$ cat config.mk
export PLATFORM = sky130hd
export DESIGN_NAME = nsp_worst_cell
export DESIGN_NICKNAME = d
export VERILOG_FILES = /design/src/sv/nsp_pkg.sv /design/src/sv/nsp_worst_cell.sv
export SDC_FILE = /design/constraint.sdc
export NUM_CORES = 1
export LEC_CHECK = 0
export BUFFER_PORTS_ARGS = -buffer_cell sky130_fd_sc_hd__buf_2
export CORE_MARGIN = 4
export CORE_UTILIZATION = 44
export CTS_CLUSTER_DIAMETER = 150
export DETAILED_ROUTE_END_ITERATION = 8
export PLACE_DENSITY = 0.8
export SYNTH_ARGS = -nofsm -noshare
export SYNTH_HDL_FRONTEND = slang
export SYNTH_SLANG_ARGS = --single-unit
$ cat constraint.sdc
create_clock -name clk -period 5.1 [get_ports clk]
set_input_delay 1.02 -clock clk [delete_from_list [all_inputs] [get_ports clk]]
set_output_delay 1.02 -clock clk [all_outputs]
set_load 0.1 [all_outputs]
$ cat src/sv/nsp_pkg.sv
// Shared types and command codes for the nested section profiler.
package nsp_pkg;
	typedef enum logic [2:0] {
		CMD_ENTER      = 3'd0,
		CMD_EXIT       = 3'd1,
		CMD_FRAME_BEG  = 3'd2,
		CMD_FRAME_END  = 3'd3,
		CMD_UPLOAD     = 3'd4,
		CMD_OVERLAY    = 3'd5,
		CMD_READ_WORST = 3'd6,
		CMD_READ_RUN   = 3'd7
	} cmd_t;

	typedef enum logic [2:0] {
		ST_IDLE,
		ST_FOLD,
		ST_RANK,
		ST_RUN_RD,
		ST_DONE
	} state_t;

	// Control broadcast from the sequencer to every worst-table cell.
	typedef struct packed {
		logic        insert;
		logic [31:0] frame;
		logic [31:0] ticks;
	} wcell_ctl_t;

	localparam int RUN_TOTAL_COUNT = 5;
endpackage

$ cat src/sv/nsp_worst_cell.sv
// One rank of the worst-frame table: compares, shifts from its upper neighbor, or takes the new frame.
module nsp_worst_cell (
	input  logic                clk,
	input  logic                arst_n,
	input  nsp_pkg::wcell_ctl_t ctl,
	input  logic                up_valid,
	input  logic                up_takes,
	input  logic [31:0]         up_frame,
	input  logic [31:0]         up_ticks,
	output logic                valid,
	output logic                takes,
	output logic [31:0]         frame,
	output logic [31:0]         ticks
);
	import nsp_pkg::*;

	logic valid_q;
	logic [31:0] frame_q, ticks_q;

	// The new frame lands in the first cell that is empty or strictly faster.
	assign takes = up_takes | !valid_q | (ticks_q < ctl.ticks);
	assign valid = valid_q;
	assign frame = frame_q;
	assign ticks = ticks_q;

	always_ff @(posedge clk or negedge arst_n) begin
		if (!arst_n) begin
			valid_q <= 1'b0;
		end else if (ctl.insert && takes) begin
			valid_q <= up_takes ? up_valid : 1'b1;
		end
	end

	always_ff @(posedge clk) begin
		if (ctl.insert && takes) begin
			if (up_takes) begin
				frame_q <= up_frame;
				ticks_q <= up_ticks;
			end else begin
				frame_q <= ctl.frame;
				ticks_q <= ctl.ticks;
			end
		end
	end
endmodule

After elaboration in Yosys (flattened, before gate mapping)
Index checks and enable logic that the tools add are counted.
{"block": "word_totals", "register_bits": 65, "inputBits": 133, "out_inout_bits": 66, "word_cells": 11}
{"block": "classes", "magnitude_cmp": 1, "mux": 3, "bitwise_logic": 2, "reduce_logical": 2}
{"operator": "$mux W32", "count": 2}
{"operator": "$lt A32 B32 Y1", "count": 1}
{"operator": "$or A1 B1 Y1", "count": 2}
{"operator": "$logic_and A1 B1 Y1", "count": 1}
{"operator": "$logic_not A1 Y1", "count": 1}
{"operator": "$mux W1", "count": 1}

Logic depth before layout (Yosys ltp)
{"block": "logic_depth", "ltp_word": 4, "ltp_mapped": 7}

Worst setup path before layout
Ideal clock, no wire load.
{"block": "synth_path", "path_type": "input to register", "start": "input port ctl[22] (netlist name)", "end": "register frame_q[0] (netlist: frame[0]) (enable)", "arrival_time_ns": 4.736, "t_required_ns": 4.621, "setup_slack_ns": -0.115, "path_stages": 7, "path_buffers": 0, "path_cell_list": "inv_1 -> ha_1 -> a21oi_1 -> nand2_1 -> a221oi_4 -> o311ai_2 -> a211oi_2"}
{"block": "synth_between", "elab_chain_cells": 3}
{"element": "from (decl)", "line": "nsp_worst_cell.sv:5", "text": "input nsp_pkg::wcell_ctl_t ctl,"}
{"element": "$lt A32 B32 Y1", "line": "nsp_worst_cell.sv:21", "text": "assign takes = up_takes | !valid_q | (ticks_q < ctl.ticks);"}
{"element": "$or A1 B1 Y1", "line": "nsp_worst_cell.sv:21"}
{"element": "$logic_and A1 B1 Y1", "line": "nsp_worst_cell.sv:35", "text": "if (ctl.insert && takes) begin"}
{"element": "to (signal assigned)", "line": "nsp_worst_cell.sv:37", "text": "frame_q <= up_frame;"}
{"element": "to (signal assigned)", "line": "nsp_worst_cell.sv:40", "text": "frame_q <= ctl.frame;"}
{"element": "to (decl)", "line": "nsp_worst_cell.sv:18", "text": "logic [31:0] frame_q, ticks_q;"}
Every way passes these cells.
A chain may end at the register's enable or synchronous reset.

Worst setup path after layout
{"block": "layout_path", "start": "input port ctl[22] (netlist name)", "end": "output port takes"}
{"block": "layout_between", "elab_chain_cells": 2}
{"element": "$lt A32 B32 Y1", "line": "nsp_worst_cell.sv:21"}
{"element": "$or A1 B1 Y1", "line": "nsp_worst_cell.sv:21"}
{"element": "to (decl)", "line": "nsp_worst_cell.sv:11", "text": "output logic takes,"}
Every way passes these cells.

==> impl_metrics.json <==
{
  "max_freq_mhz": 251,
  "synth_mux_area_share_pct": 10.6,
  "timing.hold.ws_ps": 450,
  "fin_tns_setup_ps": 0,
  "n_fill_cell": 644,
  "clk_pin_slew_ps": 70,
  "ir_drop_v": 0.000187,
  "path_class": "primary input to primary output",
  "synth_fa_ha_area_share_pct": 11.1,
  "drc_errors": 0,
  "hold_class": "primary input to asynchronous set/reset pin",
  "routedWlPerCell_um": 15.4,
  "ant_nets": 0,
  "grtUsageTotal_pct": 19.1,
  "cp_slowest_cell": "buf_2",
  "synthesis.area_um2": 3490,
  "yosysSeqAreaShare_pct": 55.8,
  "die_area_um2": 9420,
  "syn_inst": 284,
  "cpPeakStageDelay_ps": 450,
  "fin_crit_ps": 3980,
  "antenna_found_initial": 0,
  "maxCapViolations": 0,
  "yosysWarnings": 0,
  "wirelength_um": 9110,
  "status": "complete, no violations",
  "clock_sinks": 65,
  "cts-resized-gates": 0,
  "initial_utilization_pct": 45.2,
  "chipHeight_um": 97.1,
  "num_vias": 2839,
  "grt_pass1_vias": 2988,
  "cts.path.max_buffers": 2,
  "cts_tree": "done",
  "cp.arrival_ps": 2960,
  "finish.instance_area_um2": 4780,
  "cts_buffers": 9,
  "max_slew_margin_pct": 38.4,
  "worstPathCellList": "buf_2 > inv_1 > ha_1 > a21oi_1 > nand2_1 > a221oi_4 > o311ai_2 > a21oi_1 > buf_2",
  "crit_fanout": 3,
  "finalWeightedCongestion": 0.796,
  "root_buffer": "clkbuf_8",
  "synth_compound_area_share_pct": 11.0,
  "pin_count": 199,
  "p_per_area_nw_per_um2": 347,
  "nets": 648,
  "grt_max_degree": 97,
  "port_buffers": 198,
  "via_per_inst": 4.80,
  "diodes": 0,
  "syn_to_final_growth_pct": 37.0,
  "synth-seq-cells": 65,
  "die_w_um": 97.1,
  "rows": 32,
  "syn_avg_cell_area_um2": 12.3,
  "cts_hold_buf": 0,
  "coreArea_um2": 7730,
  "start_kind": "primary input",
  "power.leakage_nw": 2.29,
  "setup_viol": 0,
  "final_max_slew_viol_count": 0,
  "synth_top_family_by_area": "adder cells",
  "htreeDepth": 3,
  "worst-path-buf-inv": 3,
  "drt-initial-drc-count": 86,
  "skew_ps": 14.3,
  "min_period_over_period_pct": 78.1,
  "drive_gt1_share_pct": 52.4,
  "synth-xor-area-share_pct": 0,
  "synth_simple_gate_area_share_pct": 6.63,
  "hold_violations": 0,
  "synth.net_count": 448,
  "tightest_slew_ps": 924,
  "grt_setup_unrepaired": "no",
  "grt_overflow": 0,
  "placed_area_um2": 4580,
  "setup.worst_path.end_class": "primary output",
  "postCtsSetupRepairBufs": 0,
  "dr.pass1.iters": 4,
  "hpwl_um": 7170,
  "yosys.cell_types.count": 28,
  "grt_pass1_wl_um": 14400,
  "clk_latency_ps": 340,
  "crit_required_ps": 4080,
  "path_delay_family": "compound AO/OA/AOI/OAI gates"
}
[registers in the layout, indices dropped and copies added, names as in the netlist]
name   flops
ticks     32
valid      1
frame     32
[worst register-to-register path, delay by kind of cell, from the launching register on]
| family | cells | cell delay (ps) |
|---|---|---|
| flops | 1 | 410 |
| fa+ha+maj | 1 | 330 |
| compound gates | 4 | 980 |
| simple gates | 1 | 100 |
| buf+inv | 1 | 660 |
[logic make-up (layout without fill, tap and decap cells)]
family,count (synthesis),count (layout)
DFF,65,65
buffers and inverters,43,248
muxes,33,33
AOI/OAI and AO/OA,58,58
adders and majority gates,31,31
and+or+nand+nor,54,54
[cell usage in the layout (no fill, tap or decap), drive strengths merged]
cell	count
a221oi	2
nand3	3
mux2	33
or2	1
a21oi	9
dfrtp	1
o22ai	1
clkinv	2
and4	2
a211oi	2
a21o	5
inv	33
edfxtp	64
nor2	4
a2111oi	2
nand4	2
clkinvlp	2
buf	200
clkbuf	10
o22a	1
o31a	1
o21a	1
ha	31
o21ai	33
bufinv	1
nand2b	2
nand2	40
o311ai	1
[per-layer routing]
| layer | track usage [%] | vias up | part of all wire, % |
|---|---|---|---|
| met5 | 0 | - | 0 |
| met4 | 5.83 | 0 | 1.9 |
| met3 | 8.69 | 13 | 10 |
| met2 | 32.7 | 116 | 52 |
| met1 | 21.2 | 1279 | 36 |
| li1 | - | 1431 | - |
[worst paths after layout]
kind	start	to	slack (ps)	cells past startpoint
max reg2reg	ticks[22]	ticks[17]	2180	7
min	arst_n	valid	450	1
max	ctl[22]	takes	1120	9
min reg2reg	valid	valid	550	1
min in group clk	valid	valid	550	1
max in group asynchronous	arst_n	valid	4560	1
[stage by stage]
| step | instances | total power [mW] | utilization [%] | setup slack (ps) |
|---|---|---|---|---|
| finish | 591 | 1.66 | 61.9 | 1120 |
| floorplan | 284 | 1.11 | - | 501 |
| global placement | 575 | 1.22 | 59.3 | 1090 |
| CTS | 591 | 1.67 | 61.9 | 1080 |
| detailed placement | 575 | 1.23 | 59.3 | 1080 |
| global route | 591 | 1.73 | 61.9 | 973 |
[synth_stat cells]
library cell	instances	area (µm²)
nand2b_1	2	12.5
a2111oi_2	2	30.0
a21oi_1	9	45.0
edfxtp_1	64	1920
o21a_1	1	7.51
nand3_1	3	15.0
o22a_1	1	8.76
o22ai_1	1	6.26
nor2_1	4	15.0
inv_1	32	120
a21o_1	5	37.5
mux2_2	33	372
nand4_1	2	12.5
clkbuf_1	7	26.3
dfrtp_1	1	25.0
and4_4	1	11.3
nand2_1	40	150
and4_1	1	8.76
a221oi_4	1	26.3
buf_2	4	20.0
o21ai_1	1	5.00
a211oi_2	2	25.0
a221oi_1	1	8.76
o31a_1	1	8.76
or2_2	1	6.26
o311ai_2	1	16.3
o21ai_0	32	160
ha_1	31	388
[layout make-up]
type	instances	area, µm²	share of cell area (%)
sequential	65	1950	40.7
multi-input combinational	176	1380	29.0
timing repair buffer	200	1010	21.0
inverter	32	120	2.51
clock inverter	6	67.6	1.41
tap	102	128	2.67
clock buffer	10	128	2.67
[power breakdown]
part	switching, mW	total (mW)	internal, mW
clock network	0.213	0.441	0.228
registers	0.0171	0.662	0.645
logic	0.429	0.556	0.127
Note: power is estimated with default switching activity, not from simulation.
