==> config.mk <==
export PLATFORM = sky130hd
export DESIGN_NAME = nsp_fold_cell
export DESIGN_NICKNAME = d
export VERILOG_FILES = /design/src/sv/nsp_pkg.sv /design/src/sv/nsp_fold_cell.sv
export SDC_FILE = /design/constraint.sdc
export NUM_CORES = 1
export LEC_CHECK = 0
export BUFFER_PORTS_ARGS = -buffer_cell sky130_fd_sc_hd__buf_2
export CAP_MARGIN = 10
export CORE_MARGIN = 2
export CORE_UTILIZATION = 46
export CTS_CLUSTER_DIAMETER = 30
export DETAILED_ROUTE_END_ITERATION = 16
export GPL_TIMING_DRIVEN = 0
export PLACE_DENSITY = 0.69
export SLEW_MARGIN = 20
export SYNTH_ARGS = -nofsm -noshare
export SYNTH_HDL_FRONTEND = slang
export SYNTH_SLANG_ARGS = --single-unit
export TNS_END_PERCENT = 10
==> constraint.sdc <==
create_clock -name clk -period 3.2 [get_ports clk]
set_input_delay 0.48 -clock clk [delete_from_list [all_inputs] [get_ports clk]]
set_output_delay 0.48 -clock clk [all_outputs]
set_load 0.02 [all_outputs]
==> src/sv/nsp_pkg.sv <==
// Shared types and command codes for the nested section profiler.
package nsp_pkg;
	typedef enum logic [2:0] {
		CMD_ENTER      = 3'd0,
		CMD_EXIT       = 3'd1,
		CMD_FRAME_BEG  = 3'd2,
		CMD_FRAME_END  = 3'd3,
		CMD_UPLOAD     = 3'd4,
		CMD_OVERLAY    = 3'd5,
		CMD_READ_WORST = 3'd6,
		CMD_READ_RUN   = 3'd7
	} cmd_t;

	typedef enum logic [2:0] {
		ST_IDLE,
		ST_FOLD,
		ST_RANK,
		ST_RUN_RD,
		ST_DONE
	} state_t;

	// Control broadcast from the sequencer to every worst-table cell.
	typedef struct packed {
		logic        insert;
		logic [31:0] frame;
		logic [31:0] ticks;
	} wcell_ctl_t;

	localparam int RUN_TOTAL_COUNT = 5;
endpackage

==> src/sv/nsp_fold_cell.sv <==
// One section accumulator: frame ticks rotate around the ring, each run total folds its own section.
module nsp_fold_cell (
	input  logic        clk,
	input  logic        arst_n,
	input  logic        clear,
	input  logic        add,
	input  logic [31:0] add_value,
	input  logic        shift,
	input  logic        fold,
	input  logic [31:0] shift_in,
	output logic [31:0] frame_ticks,
	output logic [63:0] run_ticks
);
	import nsp_pkg::*;

	logic [31:0] frame_q;
	logic [63:0] run_q;

	assign frame_ticks = frame_q;
	assign run_ticks   = run_q;

	always_ff @(posedge clk or negedge arst_n) begin
		if (!arst_n) begin
			frame_q <= '0;
			run_q   <= '0;
		end else if (shift) begin
			// fold own frame value on the first step only, then take neighbor's
			if (fold) run_q <= run_q + {32'd0, frame_q};
			frame_q <= shift_in;
		end else if (clear) begin
			frame_q <= '0;
		end else if (add) begin
			frame_q <= frame_q + add_value;
		end
	end
endmodule

# --- Yosys cells after proc, flatten, opt, wreduce, memory -nomap -nowiden ---
# Cells that the tools add are included.
word_totals:
  ff_bits: 96
  out_inout_bits: 96
  word_cells: 9
  inputBits: 70
classes:
  add_sub_neg: 2
  muxes: 3
  n_reduce_logical: 2
ops:
  columns: ["cell", "count"]
  rows:
  - ["$mux W32", 3]
  - ["$add A64 B32 Y64", 1]
  - ["$add A32 B32 Y32", 1]
  - ["$reduce_bool A3 Y1", 1]
  - ["$reduce_and A2 Y1", 1]

# --- Longest topological paths before layout ---
depth:
  word_depth: 4
  mapped_depth: 12
  ltp_nobuf: 12

# --- Worst setup path after synthesis ---
# OpenSTA, ideal clock, no wires.
synth_path:
  path_kind: "reg2reg"
  from: "register frame_q[0], in the netlist frame_ticks[0]"
  to: "register run_q[46], in the netlist run_ticks[46]"
  stages_incl_launch_ff: 13
  required_ns: 3.069
  synth_period_minus_slack_ns: 3.049
  arrival_ns: 2.918
  path_slack_ns: 0.151
  setup_time_ns: 0.131
  path_buffers: 1
  cell_sequence: "dfrtp_1 > ha_1 > fa_1 > a21o_1 > nand3_1 > a31oi_1 > a311oi_2 > a31oi_2 > a41o_1 > or3_1 > buf_6 > nand4_2 > xnor2_1"
synth_via:
  elab_chain_len: 1
synth_lines:
  columns: ["item", "line_no", "source"]
  rows:
  - ["from (decl)", "nsp_fold_cell.sv:16", "logic [31:0] frame_q;"]
  - ["from (signal assigned)", "nsp_fold_cell.sv:29", "frame_q <= shift_in;"]
  - ["from (signal assigned)", "nsp_fold_cell.sv:33", "frame_q <= frame_q + add_value;"]
  - ["$add A64 B32 Y64", "nsp_fold_cell.sv:28", "if (fold) run_q <= run_q + {32'd0, frame_q};"]
  - ["to (signal assigned)", "nsp_fold_cell.sv:28", null]
  - ["to (decl)", "nsp_fold_cell.sv:17", "logic [63:0] run_q;"]
# Every way passes these cells.
# A chain may end at the register's enable or synchronous reset.

# --- Worst setup path in the final report ---
layout_path:
  from: "register frame_q[0], in the netlist frame_ticks[0]"
  to: "register run_q[56], in the netlist run_ticks[56]"
# The elaborated chain is that of the path after synthesis.

==> impl_metrics.toml <==
[cts]
path_clk_slew_ns = 0.06
cts_inserted_buffers = 9
clockBufferDepth = 2
root_buffer = "clkbuf_16"
clock_latency_ns = 0.35
htreeDepth = 3
cts_sinks = 96
cts_tree = "built"

[synthesis]
synth_warnings = 0
synth.mux.area_fraction_pct = 1.94
synth_cell_type_count = 61
synth_compound_area_share_pct = 22.8
synth_edf_count = 0
syn_inst = 841
syn_nets = 976
synth_simple_gate_area_share_pct = 17.6
netlist.area_leader.share_pct = 32.9
syn-mean-instance-area_sq_um = 8.68
seq_area_frac_synth_pct = 32.9
synth_xor_xnor_area_share_pct = 10.4
synth_fa_ha_area_share_pct = 11.3
synth_flop_cell = "dfrtp_1"
synth_area_leaders = "dfrtp_1 33%, ha_1 11%, xnor2_1 7.4%, o21ai_0 5.8%, nand2_1 5.7%"
netlist_area_sq_mm = 0.00730
synth_common_cells = "111 x nand2_1, 96 x dfrtp_1, 84 x o21ai_0"
synth_top_family_by_area = "compound AO/OA/AOI/OAI gates"
ys_async_sr_fraction_pct = 100
ys_ff_latch = 96
synth_top_area_cell = "dfrtp_1"
yosysMostFrequentCell = "nand2_1"

[detailed_routing]
vias = 7047
wl_per_cell_microns = 16.7
drc = 0
routed_via_density = 5.66
drtIter0Drc = 405
final_antenna_net_count = 0
drt-total-wl_microns = 20800
dr.pass1.iters = 5

[setup_path]
cpMostUsedCell = "a31oi_4"
crit_cells = 12
reg2reg_from = "frame_ticks[0]"
rrSetupSlack_ns = 0.15
reg2reg_depth = 12
start_kind = "flop"
crit_path_max_incr_delay_ns = 0.45
cp_num_buf_inv = 1
critPathKind = "reg -> reg"
crit_path_end_kind = "flop"
crit_slowest_cell = "dfrtp_2"
worstPathArrival_ns = 3.32
r2r_end = "run_ticks[56]"
crit_fanout = 9
cp_cell_sequence = "ha_2 > fa_2 > a21o_1 > nand3_2 > a31oi_4 > a311oi_4 > a31oi_4 > a41o_1 > or3_1 > buf_6 > nand4_2 > xnor2_1"
cp.required_ns = 3.47
critPathTopFamily = "compound AO/OA/AOI/OAI gates"
crit_path_start = "frame_ticks[0]"
critPathCapture = "run_ticks[56]"

[global_routing]
gr-usage-met1_pct = 34.4
grt_pass1_wl_microns = 32800
met3_usage_pct = 4.43
grt_max_degree = 71
grt_pass1_vias = 6427
grt_overflow = 0
antenna_found_initial = 0
met2_usage_pct = 38.2
grt_use_total_pct = 24.6
busiest_layer = "met2"

[floorplan]
start_util_pct = 46.5
io_pins = 166
rows = 46
die_y_microns = 130
dieWidth_microns = 130
dieArea_sq_mm = 0.0169
coreArea_sq_mm = 0.0157

[flow_run]
maxCapViolCount = 0

[sta]
finalSetupViolations = 0
period_needed_ns = 3.05
clock.fmax_mhz = 328
fin_crit_sh_pct = 95.3
worst_slew_pin_slew_ns = 0.804
whs_ns = 0.342
maxSlewHeadroom_pct = 46.4
hold_viol_final = 0
finalMaxSlewViolations = 0
finalClockSkew_ns = 0.00685

[power]
p_total_mw = 6.00
combPwrFrac_pct = 53.9
p_sw_mw = 2.65
peakVddDrop_uv = 417
seqPwrFrac_pct = 29.2
power.density_mw_per_mm2 = 675
power_leakage_nw = 4.41
intPower_mw = 3.35
pwr-share-clk_pct = 16.9
sw_frac_of_total_pct = 44.1

[worst_hold_path]
hp-class = "in -> reg"

[finish]
diodes = 0
layout-drive-gt1-share_pct = 21.5
fin_nets = 1159
utilization_pct = 56.6
final_cells = 1244
area_delta_synth_final_pct = 21.7

[placement]
place_inst = 1222
place.gp.congestion = 0.891
port_buffers = 164
hpwl_microns = 16000

[status]
outcome = "finished clean"
==> state kept, by name, summed over array words and instances (netlist names) <==
signal / flops
frame_ticks: 32
run_ticks: 64
==> stage by stage <==
stage	setup TNS, ns	instance area [sq um]	worst slack [ns]
3_5_place_dp	-4.43	8430	-0.488
6_report	0	8890	0.150
3_3_place_gp	-4.17	8390	-0.525
4_1_cts	-0.0128	8780	-0.0128
2_1_floorplan	0	7300	0.151
5_1_grt	-0.0295	8890	-0.0276
==> routing by layer <==
layer	share of wire [%]	vias up	wire, microns
met5	0	-	0
met4	3.0	0	626
met1	46	3337	9600
met3	5.8	41	1210
li1	-	3450	-
met2	45	219	9330
==> layout by cell type, fill, tap and decap left out, types with 6 or more instances in the layout <==
| master | netlist | layout |
|---|---|---|
| a21oi_1 | 57 | 57 |
| mux2i_1 | 13 | 13 |
| nand3_2 | 5 | 6 |
| o211ai_1 | 7 | 7 |
| a211oi_1 | 8 | 7 |
| and3_1 | 14 | 14 |
| a21o_1 | 42 | 42 |
| clkbuf_16 | 0 | 9 |
| a31oi_1 | 8 | 6 |
| dfrtp_1 | 96 | 95 |
| inv_1 | 22 | 22 |
| xnor2_1 | 62 | 62 |
| and4_1 | 6 | 6 |
| o21ai_0 | 84 | 82 |
| nand3_1 | 23 | 22 |
| nand4_1 | 16 | 16 |
| o21a_1 | 6 | 6 |
| xor2_1 | 25 | 25 |
| ha_1 | 63 | 61 |
| buf_2 | 0 | 163 |
| nor3_1 | 13 | 13 |
| clkbuf_1 | 23 | 27 |
| buf_4 | 1 | 7 |
| a32oi_1 | 6 | 6 |
| and2_1 | 6 | 6 |
| nor2_1 | 48 | 48 |
| nand2_1 | 111 | 111 |
==> worst register-to-register path, cell delays in order (launching register included) <==
cell,delay [ns]
dfrtp_2,0.45
ha_2,0.21
fa_2,0.35
a21o_1,0.21
nand3_2,0.11
a31oi_4,0.12
a311oi_4,0.44
a31oi_4,0.15
a41o_1,0.24
or3_1,0.32
buf_6,0.17
nand4_2,0.10
xnor2_1,0.12
==> area by class of cell <==
cell class | count | area [sq um]
fillers | 1504 | 6820
well taps | 216 | 270
flip-flops and latches | 96 | 2400
multi-input cells | 693 | 4820
inverters | 22 | 82.6
repair buffers | 172 | 910
clock buffers | 15 | 268
plain buffers | 30 | 138
==> worst min-delay path by stage <==
stage	startpoint	endpoint	depth (start not counted)
final	shift_in[0]	frame_ticks[0]	3
after global routing	shift_in[5]	frame_ticks[5]	3
after CTS	shift_in[6]	frame_ticks[6]	3
after detailed placement	arst_n	run_ticks[54]	1
after global placement	run_ticks[63]	run_ticks[63]	1
after floorplan	arst_n	frame_ticks[0]	0
==> logic make-up (layout without fill, tap and decap cells) <==
logic type,after synthesis,in the layout
flip-flops,96,96
AND/OR/NAND/NOR,265,265
multiplexers,14,14
AO/OA/AOI/OAI,262,262
buffers and inverters,52,239
XOR/XNOR,87,87
adder cells (fa/ha/maj),65,65
==> power by group through the flow <==
stage	clock network, mW	logic, mW	registers [mW]
4_1_cts	1.03	3.13	1.75
6_report	1.01	3.24	1.75
5_1_grt	1.09	3.58	1.79
2_1_floorplan	0	1.95	2.01
3_3_place_gp	0	3.02	1.76
3_5_place_dp	0	3.05	1.76
==> repair_timing <==
| item | CTS | global route |
|---|---|---|
| gates resized for setup | 13 | 10 |
| endpoints found under the hold margin | 1 | 0 |
| setup endpoints to repair | 31 | 33 |
| pin swaps | 1 | 6 |
| buffers inserted | 0 | 6 |
| hold buffers | 1 | 0 |
(Power assumes the default switching activity.)
